### config.mk
export PLATFORM = sky130hd
export DESIGN_NAME = tpts_cell
export DESIGN_NICKNAME = d
export VERILOG_FILES = /design/src/hw/rtl/tpts_pkg.sv /design/src/hw/rtl/tpts_cell.sv
export SDC_FILE = /design/constraint.sdc
export NUM_CORES = 1
export LEC_CHECK = 0
export BUFFER_PORTS_ARGS = -buffer_cell sky130_fd_sc_hd__buf_2
export CELL_PAD_IN_SITES_DETAIL_PLACEMENT = 0
export CELL_PAD_IN_SITES_GLOBAL_PLACEMENT = 1
export CORE_UTILIZATION = 35
export CTS_CLUSTER_DIAMETER = 120
export DETAILED_ROUTE_END_ITERATION = 16
export PLACE_DENSITY = 0.76
export SYNTH_ARGS = -nofsm -noshare
export SYNTH_HDL_FRONTEND = slang
export SYNTH_SLANG_ARGS = --single-unit
### constraint.sdc
create_clock -name clk_i -period 3.3 [get_ports clk_i]
set_input_delay 0.165 -clock clk_i [delete_from_list [all_inputs] [get_ports clk_i]]
set_output_delay 0.165 -clock clk_i [all_outputs]
set_load 0.05 [all_outputs]
### src/hw/rtl/tpts_pkg.sv
// Package for the timed priority task scheduler.
// Holds request codes, status codes, FSM states and the cell structs.
// No dependencies.
package tpts_pkg;

  localparam int unsigned TableDepthDef = 16;
  localparam int unsigned EndlessCodeDef = 65535;
  localparam int unsigned MaxResults = 16;
  localparam int unsigned IdxW = 6;  // covers the deepest table (64)

  typedef logic [IdxW-1:0] idx_t;

  typedef enum logic [1:0] {
    KIND_SUBMIT = 2'd0,
    KIND_CANCEL = 2'd1,
    KIND_TICK   = 2'd2,
    KIND_NONE   = 2'd3
  } kind_e;

  typedef enum logic [1:0] {
    STAT_OK      = 2'd0,
    STAT_INVALID = 2'd1,
    STAT_FULL    = 2'd2
  } status_e;

  typedef enum logic [1:0] {
    ST_IDLE,
    ST_SCAN,
    ST_RESP
  } state_e;

  // Candidate carried down the cell chain during a scan.
  typedef struct packed {
    logic        valid;
    logic [7:0]  prio;
    logic [31:0] seq;
    idx_t        idx;
    logic        fin;   // this run will be the final one
  } cand_t;

  // Per-cell control from the sequencer.
  typedef struct packed {
    logic wr_en;       // store a submitted task
    logic cancel_en;   // cancel request names this slot
    logic tick_start;  // latch the due flag
    logic run_en;      // this cell won the scan
    logic free_all;    // end of tick: drop finished tasks
  } cell_ctl_t;

endpackage

### src/hw/rtl/tpts_cell.sv
// One table slot of the task scheduler plus its stage of the ordering chain.
// Depends on tpts_pkg.
module tpts_cell #(
  parameter int unsigned CellIdx     = 0,
  parameter int unsigned EndlessCode = tpts_pkg::EndlessCodeDef
) (
  input  logic               clk_i,
  input  logic               rst_ni,
  input  tpts_pkg::cell_ctl_t ctl_i,
  input  logic [31:0]        now_i,
  input  logic [7:0]         prio_i,
  input  logic [15:0]        delay_i,
  input  logic [15:0]        iters_i,
  input  logic [31:0]        tag_i,
  input  tpts_pkg::cand_t    cand_i,
  output tpts_pkg::cand_t    cand_o,
  output tpts_pkg::cand_t    cand_d_o,
  output logic               valid_o,
  output logic               ready_o
);
  import tpts_pkg::*;

  logic        valid_q, valid_d;
  logic        ready_q, ready_d;
  logic [7:0]  prio_q;
  logic [31:0] seq_q;
  logic [31:0] due_q;
  logic [15:0] period_q;
  logic [15:0] runs_q;
  logic        endless_q;
  logic        cancelled_q;
  cand_t       cand_q, cand_d, own;
  logic        done;
  logic [16:0] runs_dec;
  logic [32:0] due_sub, due_run;
  logic [31:0] due_sub_sat, due_run_sat;

  assign done = cancelled_q || (!endless_q && (runs_q == 16'd0));
  assign runs_dec = {1'b0, runs_q} - 17'd1;

  assign due_sub = {1'b0, now_i} + {17'd0, delay_i};
  assign due_run = {1'b0, now_i} + {17'd0, period_q};
  assign due_sub_sat = due_sub[32] ? 32'hFFFF_FFFF : due_sub[31:0];
  assign due_run_sat = due_run[32] ? 32'hFFFF_FFFF : due_run[31:0];

  always_comb begin
    own.valid = ready_q;
    own.prio  = prio_q;
    own.seq   = seq_q;
    own.idx   = idx_t'(CellIdx);
    own.fin   = !endless_q && (runs_q == 16'd1);
    // Equal priority goes to the lower tag; a full tie keeps the incoming candidate, from a lower slot.
    if (own.valid && (!cand_i.valid || (own.prio < cand_i.prio) ||
        ((own.prio == cand_i.prio) && (own.seq < cand_i.seq)))) begin
      cand_d = own;
    end else begin
      cand_d = cand_i;
    end
  end

  always_comb begin
    valid_d = valid_q;
    ready_d = ready_q;
    if (ctl_i.wr_en) begin
      valid_d = 1'b1;
    end
    if (ctl_i.tick_start) begin
      ready_d = valid_q && !done && (now_i >= due_q);
    end
    if (ctl_i.run_en) begin
      ready_d = 1'b0;
    end
    if (ctl_i.free_all && valid_q && done) begin
      valid_d = 1'b0;
      ready_d = 1'b0;
    end
  end

  always_ff @(posedge clk_i or negedge rst_ni) begin
    if (!rst_ni) begin
      valid_q <= 1'b0;
      ready_q <= 1'b0;
      cand_q  <= '0;
    end else begin
      valid_q <= valid_d;
      ready_q <= ready_d;
      cand_q  <= cand_d;
    end
  end

  always_ff @(posedge clk_i) begin
    if (ctl_i.wr_en) begin
      prio_q      <= prio_i;
      seq_q       <= tag_i;
      due_q       <= due_sub_sat;
      period_q    <= delay_i;
      runs_q      <= iters_i;
      endless_q   <= (iters_i == 16'(EndlessCode));
      cancelled_q <= 1'b0;
    end else if (ctl_i.cancel_en && valid_q && (seq_q == tag_i)) begin
      cancelled_q <= 1'b1;
    end else if (ctl_i.run_en) begin
      if (!endless_q) begin
        runs_q <= runs_dec[15:0];
      end
      if (endless_q || (runs_q != 16'd1)) begin
        due_q <= due_run_sat;
      end
    end
  end

  assign cand_o   = cand_q;
  assign cand_d_o = cand_d;
  assign valid_o  = valid_q;
  assign ready_o  = ready_q;

endmodule

# [Word level (Yosys, flattened, before mapping)]
# Index checks and enable logic that the tools add are counted.
[totals] elab_cells=67 reg_bits=156 inputBits=159 out_inout_bits=98
[classes] muxes=16 add_sub_neg=3 eq_ne=7 reduce_logical=24 n_lt_le_gt_ge=3
[ops] op="$mux 32" count=6
[ops] op="$add 32x16->33" count=2
[ops] op="$mux 16" count=4
[ops] op="$mux 48" count=1
[ops] op="$eq 32x32->1" count=1
[ops] op="$ge 32x32->1" count=1
[ops] op="$lt 32x32->1" count=1
[ops] op="$eq 16x1->1 const B" count=1
[ops] op="$eq 16x16->1 const B" count=1
[ops] op="$logic_not 16->1" count=1
[ops] op="$ne 16x1->1 const B" count=1
[ops] op="$sub 16x1->16 const B" count=1
[ops] op="$logic_and 1x1->1" count=10
[ops] op="$eq 8x8->1" count=1
[ops] op="$lt 8x8->1" count=1
[ops] op="$reduce_and 3->1" count=2
[ops] op="$reduce_bool 2->1" count=3
[ops] op="$mux 1" count=5
[ops] op="$logic_or 1x1->1" count=4
[ops] op="$ne 2x2->1 const B" count=2
[ops] op="$logic_not 1->1" count=3
[ops] op="$reduce_bool 3->1" count=1

# [Depth between registers and ports, before layout]
# Gate-level depths: netlist of run 1.
[logic_depth] word_depth=9 mapped_depth=12 mapped_depth_nobuf=10

# [Least setup slack after synthesis of run 1]
# OpenSTA, ideal clock, no wires.
[synth_path] kind="register to register" start="register seq_q[31]" end="register cand_q (netlist bit cand_o[0])" path_slack_ns=0.043 t_required_ns=3.082 setup_time_ns=0.218 arrival_time_ns=3.038 path_stages_with_launch=12 synth_period_minus_slack_ns=3.257 path_buffers=2 path_cell_list="edfxtp_1 -> ha_1 -> nand3_1 -> nor2_1 -> nand2_1 -> or3_1 -> nor3_1 -> a211oi_1 -> a21oi_1 -> buf_2 -> buf_2 -> mux2i_1"
[synth_rtl] element="from (decl)" line_no="tpts_cell.sv:26" source="logic [31:0] seq_q;"
[synth_rtl] element="from (signal assigned)" line_no="tpts_cell.sv:94" source="seq_q <= tag_i;"
[synth_rtl] element="to (signal assigned)" line_no="tpts_cell.sv:87" source="cand_q <= cand_d;"
[synth_rtl] element="to (decl)" line_no="tpts_cell.sv:32" source="cand_t cand_q, cand_d, own;"

==> impl_metrics.yaml, run 1 <==
floorplanning:
  die_area_um2: 28460
  start_util: 0.3589
  die_h_um: 168.7
  row_count: 60
  die_w_um: 168.7
  io_pins: 257
  coreArea_um2: 27100
logic_synthesis:
  post-synth-top-area-fraction: 0.3242
  synth_area_leaders: "edfxtp_1 32%, ha_1 14%, dfrtp_1 13%"
  synth_nets: 1154
  ys.flop_type: "edfxtp_1"
  yosys_warnings: 0
  synth_area_leader_cell: "edfxtp_1"
  synth_commonest_cells: "105 x edfxtp_1, 105 x ha_1, 81 x inv_1"
  synth_edf_count: 105
  synth-seq-area-share: 0.4548
  postSynthCellCount: 888
  synthArstFlopShare: 0.3205
  avgSynthCellArea_um2: 10.95
  ys_ff_latch: 156
  synth_area_um2: 9727
  synth_cell_types: 62
detailed_routing:
  drc: 0
  post_drt_wl_per_cell_um: 17.61
  drt-initial-drc-count: 332
  ant_nets: 0
  avgViaCountPerCell: 4.908
  finalWirelength_um: 29620
  first_pass_iters: 4
  via_count: 8255
critical_path:
  cp_max_fo: 5
  critPathMostFrequentCell: "buf_8"
  crit_family: "compound AO/OA/AOI/OAI gates"
  worstSetupEndpointType: "primary output"
  critPathLaunchType: "flop"
  path_class: "flop to primary output"
  worstPathArrival_ps: 3110
  cp_slowest_stage_delay_ps: 540
  path_cells: "ha_2 -> or4_4 -> a2111oi_4 -> o21ai_2 -> a211oi_4 -> a21oi_4 -> buf_8 -> clkbuf_16 -> mux2_4 -> buf_8"
  crit_buf_inv: 3
  critPathRequiredTime_ps: 3130
  slowest_stage: "or4_4"
placement:
  routabilityCongestion: 0.8776
  dp_hpwl_um: 22180
  dp_slack_ps: -113.6
  portBuffers: 256
clock_tree:
  cts-buffers-inserted: 17
  htreeDepth: 4
  clock_path_buffers: 2
  clock_latency_ps: 420
  cts-root-buf: "clkbuf_16"
  cts_tree: "yes"
  clk_pin_slew_ps: 80
  cts_sinks: 156
power:
  peakVddDrop_mv: 0.3048
  power.density_nw_per_um2: 460.6
  p_leak_nw: 6.545
sta:
  slew-limit-headroom: 0.3767
  slew_violations: 0
  finalSetupViolCount: 0
  holdWs_ps: 11.54
  rsz0062_at_grt: "true"
  fin_crit_sh: 0.9931
  tightest_slew_ps: 934.9
  fin_worst_skew_ps: 15.21
  layout_setup_ws_ps: 22.82
  fmax_mhz: 305.1
  post-route-min-period_ps: 3277
  hold_violations: 0
global_routing:
  grt_max_degree: 62
  grt_overflow_total: 0
  grt_pass1_vias: 8392
  grt_use_total: 0.2057
  antenna_found_initial: 1
  grt_pass1_wl_um: 44990
finish:
  nFillCells: 2420
  drive_gt1_frac: 0.3316
  syn_to_final_growth_pct: 43.52
  nets: 1562
  post-route-util: 0.5151
run_status:
  run_status: "completed"
job:
  drv_cap: 0
hold_path:
  hp-class: "input pin to flop"
[worst register-to-register path: stages (launching register included)]
cell      delay (ps)
edfxtp_1         370
ha_1             240
fa_1             440
a211oi_1         370
o211ai_1         180
nand4_1          170
a21oi_1          120
o21ba_2          240
or2_2            330
nand2_1          200
a31oi_1          130
[stage by stage]
stage | total power [mW] | TNS (ps) | area, um^2 | instances
2_1_floorplan | 3.583 | 0 | 9727 | 888
3_3_place_gp | 4.145 | -326.3 | 11780 | 1548
3_5_place_dp | 4.164 | -1721 | 11780 | 1548
4_1_cts | 6.387 | -55.19 | 13530 | 1667
5_1_grt | 6.754 | -1171 | 13960 | 1681
6_report | 6.430 | 0 | 13960 | 1682
[where the power goes]
| part | switching [mW] | internal [mW] | leakage (nW) |
|---|---|---|---|
| clock | 0.934 | 1.12 | 0.297 |
| sequential | 0.0901 | 2.32 | 1.64 |
| combinational | 1.14 | 0.831 | 4.61 |
[layout make-up]
type | count | area (um^2) | share of cell area
antenna | 1 | 2.502 | 0.0001793
clock buffer | 19 | 454.2 | 0.03254
clock inverter | 13 | 146.4 | 0.01049
inverter | 81 | 304.0 | 0.02178
multi-input combinational | 641 | 5229 | 0.3746
sequential | 156 | 4424 | 0.3169
tap | 372 | 465.4 | 0.03334
timing repair buffer | 399 | 2934 | 0.2102
[worst paths after layout]
| path | start | end | slack (ps) | depth (start not counted) |
|---|---|---|---|---|
| min in group asynchronous | rst_ni | cand_o[14] | 170 | 2 |
| max in group asynchronous | rst_ni | valid_o | 2270 | 3 |
| worst min-delay path | cand_i[6] | cand_o[6] | 10 | 2 |
| worst min register to register | cancelled_q | cancelled_q | 460 | 2 |
| worst max register to register | period_q[0] | due_q[21] | 260 | 10 |
| worst max-delay path | seq_q[9] | cand_d_o[36] | 20 | 10 |
[logic make-up (layout without fill, tap and decap cells)]
family          Yosys count  in the layout  synth area share
buf+inv                  93            512           0.03666
flops                   156            156            0.4548
other cells               0              1                 0
compound gates          214            216            0.1463
simple gates            202            202            0.1064
xor+xnor                 68             68           0.06123
fa+ha+maj               107            107            0.1392
mux                      48             48           0.05544
[per-layer routing]
metal | vias to the layer above | GRT usage | share of wire
li1 | 4098 | - | -
met1 | 3898 | 0.2410 | 0.42
met2 | 232 | 0.3877 | 0.52
met3 | 27 | 0.03343 | 0.041
met4 | 0 | 0.04941 | 0.016
met5 | - | 0 | 0
[cells in the final DEF, fill, tap and decap left out, types with 26 or more instances in the layout]
| cell type | count |
|---|---|
| nand2_1 | 51 |
| o21ai_0 | 33 |
| dlygate4sd3_1 | 77 |
| buf_4 | 64 |
| buf_2 | 214 |
| ha_1 | 100 |
| xnor2_1 | 26 |
| inv_1 | 81 |
| nor2_1 | 32 |
| dfrtp_1 | 50 |
| edfxtp_1 | 105 |
| a21o_1 | 36 |
| a21oi_1 | 52 |
| xor2_1 | 42 |
[flip-flops by register name, indices dropped and copies added (netlist names)]
register	flops
prio_q	8
runs_q	16
endless_q	1
cancelled_q	1
cand_o	48
ready_o	1
period_q	16
due_q	32
valid_o	1
seq_q	32
[what timing repair did]
| action | CTS | global route |
|---|---|---|
| pin swaps | 6 | 9 |
| gates cloned | 3 | 2 |
| buffers inserted | 11 | 8 |
| gates resized for setup | 86 | 74 |
| endpoints found under the hold margin | 85 | 4 |
| setup endpoints to repair | 47 | 55 |
| hold buffers | 73 | 4 |
Note: power is estimated with default switching activity, not from simulation.
==> inputs of run 2 (changes only) <==
PLACE_DENSITY = not set   (was 0.76)
PLACE_DENSITY_LB_ADDON = 0.05   (was not set)
==> run 2 against run 1 <==
  * Highest routed layer unchanged
  * Clock skew is 1.0 ps higher
  * Fmax increased by 2.3%
  * Critical path type unchanged
  * Power down 2.7%
  * Global-route usage shrank 0.27 points
  * Clock power down 2%
  * Cell area shrank 4.6%
  * Hold slack improved by 11 ps
  * Core utilization fell by 2.4 points
  * Register-to-register slack got worse by 90 ps
  * Critical path depth grew 2
  * Sequential power hardly changed
  * Final cell count shrank 2.7%
==> impl_metrics.yaml, run 2 (synthesized netlist as in run 1, its figures left out) <==
power:
  peakVddDrop_mv: 0.3006
  power.density_nw_per_um2: 469.9
  design_power_total_mw: 6.256
  switching_share: 0.3252
  combPwrFrac: 0.294
  p_seq_frac: 0.384
  p_sw_mw: 2.035
  p_leak_nw: 6.168
  internal_power_mw: 4.222
  p_clk_frac: 0.321
critical_path:
  critPathMostFrequentCell: "buf_6"
  crit_family: "simple AND/OR/NAND/NOR gates"
  critPathRequiredTime_ps: 3130
  path_class: "flop to primary output"
  worstSetupEndpointType: "primary output"
  critPathLaunchType: "flop"
  worstPathArrival_ps: 3040
  cp_max_fo: 11
  path_cells: "ha_4 -> nand4_1 -> nor2_1 -> nand2_1 -> or3_4 -> nor3_4 -> a211oi_2 -> a21oi_4 -> buf_6 -> buf_12 -> mux2_2 -> buf_6"
  crit_buf_inv: 3
  cp_slowest_stage_delay_ps: 440
  slowest_stage: "edfxtp_1"
placement:
  routabilityCongestion: 0.7977
  portBuffers: 256
  dp_hpwl_um: 22300
floorplanning:
  die_h_um: 168.7
  io_pins: 257
  die_w_um: 168.7
  row_count: 60
  die_area_um2: 28460
  coreArea_um2: 27100
  start_util: 0.3589
clock_tree:
  cts-buffers-inserted: 17
  clock_latency_ps: 420
  cts-root-buf: "clkbuf_16"
  htreeDepth: 4
  clock_path_buffers: 2
  cts_sinks: 156
  clk_pin_slew_ps: 70
  cts_tree: "yes"
detailed_routing:
  ant_nets: 0
  avgViaCountPerCell: 4.859
  first_pass_iters: 4
  via_count: 7954
  drc: 0
  finalWirelength_um: 28580
  drt-initial-drc-count: 326
  post_drt_wl_per_cell_um: 17.46
sta:
  tightest_slew_ps: 951.3
  fin_worst_skew_ps: 16.24
  hold_violations: 0
  slew-limit-headroom: 0.3658
  slew_violations: 0
  holdWs_ps: 22.42
  post-route-min-period_ps: 3205
  rsz0062_at_grt: "true"
  fmax_mhz: 312.1
  fin_crit_sh: 0.9711
  finalSetupViolCount: 0
finish:
  final_cell_mix: "220 x buf_2, 105 x edfxtp_1, 102 x ha_1, 81 x inv_1, 66 x dlygate4sd3_1"
  final_common_cell: "buf_2"
  nets: 1518
  largest_reg_flops: 48
  drive_gt1_frac: 0.3107
  diodes: 0
  syn_to_final_growth_pct: 36.89
hold_path:
  hp-class: "input pin to flop"
global_routing:
  grt_overflow_total: 0
  grt_pass1_wl_um: 43900
  antenna_found_initial: 0
  grt_pass1_vias: 8085
  grt_max_degree: 67
  grt_use_total: 0.2030
job:
  drv_cap: 0
run_status:
  run_status: "completed"
## run 2: per-layer routing
| layer | wire (um) | GRT usage |
|---|---|---|
| met2 | 14420 | 0.3753 |
| met3 | 1017 | 0.02736 |
| met4 | 139 | 0.04783 |
| met1 | 13000 | 0.2480 |
| met5 | 0 | 0 |
## run 2: worst paths after layout
path	from	endpoint	slack [ps]	cells past startpoint
setup / recovery	seq_q[25]	cand_d_o[39]	100	12
hold / removal	cand_i[13]	cand_o[13]	20	2
setup reg to reg	period_q[0]	due_q[30]	170	10
hold reg to reg	cancelled_q	cancelled_q	450	2
max in group asynchronous	rst_ni	valid_o	2120	3
min in group asynchronous	rst_ni	cand_o[10]	380	2
## run 2: power by group through the flow
stage / logic, mW / registers [mW] / clock network, mW
after global placement: 1.69 / 2.45 / 0
after floorplan: 0.973 / 2.61 / 0
after detailed placement: 1.69 / 2.45 / 0
after CTS: 1.85 / 2.41 / 2.07
final: 1.84 / 2.40 / 2.01
after global routing: 2.01 / 2.43 / 2.13
## run 2: per-stage QoR
stage          cell area [um^2]  setup WS (ps)  utilization  TNS, ps  std cells
6_report                  13320          95.47       0.4913        0       1637
3_3_place_gp              11640          36.77       0.4296        0       1526
2_1_floorplan              9727          43.47            -        0        888
3_5_place_dp              11640          32.35       0.4296        0       1526
5_1_grt                   13320         -64.03       0.4913    -1560       1637
4_1_cts                   13260          9.552       0.4892        0       1636
## run 2: area by class of cell
type                    instances  area, um^2
repair buffers                357        2455
well taps                     372       465.4
inverters                      81       304.0
flip-flops and latches        156        4424
clock inverters                10       101.3
clock buffers                  22       496.7
multi-input cells             639        5069
fillers                      2615       13790
## run 2: timing repair
item                                    4_1_cts  5_1_grt
hold buffers                                 66        0
endpoints found under the hold margin        97        0
pin swaps                                     4        9
endpoints found under the setup margin       47       56
cloned                                        1        0
buffers inserted                             12        2
gates resized for setup                      81       10
## run 2: worst register-to-register path: cells and delay by family (launching register included)
family / cells / cell delay [ps]
AOI/OAI and AO/OA: 3 / 620
adders and majority gates: 2 / 490
muxes: 1 / 310
DFF: 1 / 340
and+or+nand+nor: 4 / 1130
==> inputs of run 3 (changes only) <==
HOLD_SLACK_MARGIN = 0.12   (was not set)
SKIP_CTS_REPAIR_TIMING = 1   (was not set)
==> run 3 against run 2 <==
  * Final cell count rose by 4.1%
  * Hold slack better by 91 ps
  * Sequential share of layout area down 2.2 points
  * Largest cell class unchanged
  * Critical path type unchanged
  * Die area stayed put
  * Clock power barely moved
==> impl_metrics.yaml, run 3 (synthesized netlist as in run 1, its figures left out) <==
finish:
  syn_to_final_growth_pct: 46.42
  nets: 1585
  final_common_cell: "buf_2"
  largest_reg_flops: 48
  final_cell_mix: "208 x buf_2, 126 x dlygate4sd3_1, 105 x edfxtp_1, 102 x ha_1, 81 x inv_1"
  diodes: 0
  drive_gt1_frac: 0.2995
clock_tree:
  cts-root-buf: "clkbuf_16"
  clk_pin_slew_ps: 60
  htreeDepth: 4
  cts_tree: "yes"
  clock_path_buffers: 2
  clock_latency_ps: 420
  cts_sinks: 156
  cts-buffers-inserted: 17
power:
  peakVddDrop_mv: 0.3019
  p_clk_frac: 0.315
  p_sw_mw: 2.069
  p_leak_nw: 6.648
  switching_share: 0.3236
  p_seq_frac: 0.376
  combPwrFrac: 0.309
  internal_power_mw: 4.326
  power.density_nw_per_um2: 449.0
sta:
  tns_ps: 0
  post-route-min-period_ps: 3270
  fin_crit_sh: 0.9909
  layout_setup_ws_ps: 30.07
  finalSetupViolCount: 0
  hold_violations: 0
  slew_violations: 0
  tightest_slew_ps: 949.1
  fmax_mhz: 305.8
  rsz0062_at_grt: "true"
  slew-limit-headroom: 0.3673
  fin_worst_skew_ps: 16.92
critical_path:
  critPathLaunchType: "flop"
  crit_buf_inv: 3
  reg2reg_from: "period_q[0]"
  critPathRequiredTime_ps: 3130
  path_cells: "ha_1 -> or4_4 -> a2111oi_4 -> o21ai_1 -> a211oi_2 -> a21oi_4 -> buf_8 -> clkbuf_16 -> mux2_4 -> buf_8"
  worstSetupEndpointType: "primary output"
  crit_family: "compound AO/OA/AOI/OAI gates"
  worstPathArrival_ps: 3100
  critPathMostFrequentCell: "buf_8"
  cp-startpoint: "seq_q[7]"
  slowest_stage: "or4_4"
  path_class: "flop to primary output"
  cp_max_fo: 6
  cp_slowest_stage_delay_ps: 540
run_status:
  run_status: "completed"
global_routing:
  grt_use_total: 0.1974
  grt_max_degree: 67
  antenna_found_initial: 0
  grt_pass1_wl_um: 42480
  grt_overflow_total: 0
  grt_pass1_vias: 7705
detailed_routing:
  first_pass_iters: 5
  avgViaCountPerCell: 4.854
  drc: 0
  drt-initial-drc-count: 295
  via_count: 8271
  finalWirelength_um: 29810
  ant_nets: 0
  post_drt_wl_per_cell_um: 17.50
job:
  drv_cap: 0
placement:
  routabilityCongestion: 0.7977
  dp_hpwl_um: 22300
  portBuffers: 256
  dp_slack_ps: 32.35
floorplanning:
  die_area_um2: 28460
  row_count: 60
  start_util: 0.3589
  io_pins: 257
  coreArea_um2: 27100
  die_h_um: 168.7
  die_w_um: 168.7
hold_path:
  hp-class: "input pin to flop"
  hold_path_startpoint: "iters_i[13]"
[run 3: changes by cell type in the layout (fill, tap and decap cells not counted), moves of 12 or more]
cell | before | now
buf_2 | 220 | 208
buf_6 | 36 | 24
buf_8 | 0 | 19
dlygate4sd3_1 | 66 | 126
mux2_2 | 42 | 19
mux2_4 | 2 | 25
[run 3: final timing paths]
check	cells after the start	slack, ps	end
setup / recovery	10	30	cand_d_o[34]
hold / removal	3	110	runs_q[13]
setup reg to reg	10	180	due_q[31]
hold reg to reg	2	450	cancelled_q
max in group asynchronous	3	2110	valid_o
min in group asynchronous	2	390	cand_o[10]
[run 3: cell type report]
cell class	count	area, um^2
Inverter	81	304.0
Clock buffer	22	496.7
Timing Repair Buffer	424	3301
Clock inverter	10	101.3
Sequential cell	156	4424
Multi-Input combinational cell	639	5150
Fill cell	2488	12860
Tap cell	372	465.4
[run 3: worst register-to-register path: stages (launching register included)]
cell,delay [ps]
edfxtp_1,380
ha_1,250
fa_1,440
a211oi_1,360
o211ai_1,190
nand4_1,190
a21oi_1,110
nor2_1,250
o21ai_0,330
a41oi_1,310
a31oi_1,60
[run 3: through the flow]
step,power (mW),hold slack [ps],util,cell area [um^2],std cells
finish,6.395,113.1,0.5255,14240,1704
global route,6.709,120.0,0.5255,14240,1704
CTS,6.187,-169.6,0.4517,12240,1558
detailed placement,4.142,293.6,0.4296,11640,1526
global placement,4.143,297.3,0.4296,11640,1526
floorplan,3.583,-130.6,-,9727,888
[run 3: per-layer routing]
layer	vias to the layer above	GRT usage	share of wire
met4	0	0.04941	0.0040
met2	206	0.3615	0.51
li1	4141	-	-
met3	8	0.03250	0.035
met1	3916	0.2389	0.45
met5	-	0	0
[run 3: power groups by stage]
| stage | Clock [mW] | Sequential [mW] | Combinational (mW) |
|---|---|---|---|
| finish | 2.01 | 2.41 | 1.97 |
| detailed placement | 0 | 2.45 | 1.69 |
| CTS | 2.07 | 2.41 | 1.70 |
| global route | 2.14 | 2.43 | 2.14 |
| floorplan | 0 | 2.61 | 0.973 |
| global placement | 0 | 2.45 | 1.69 |
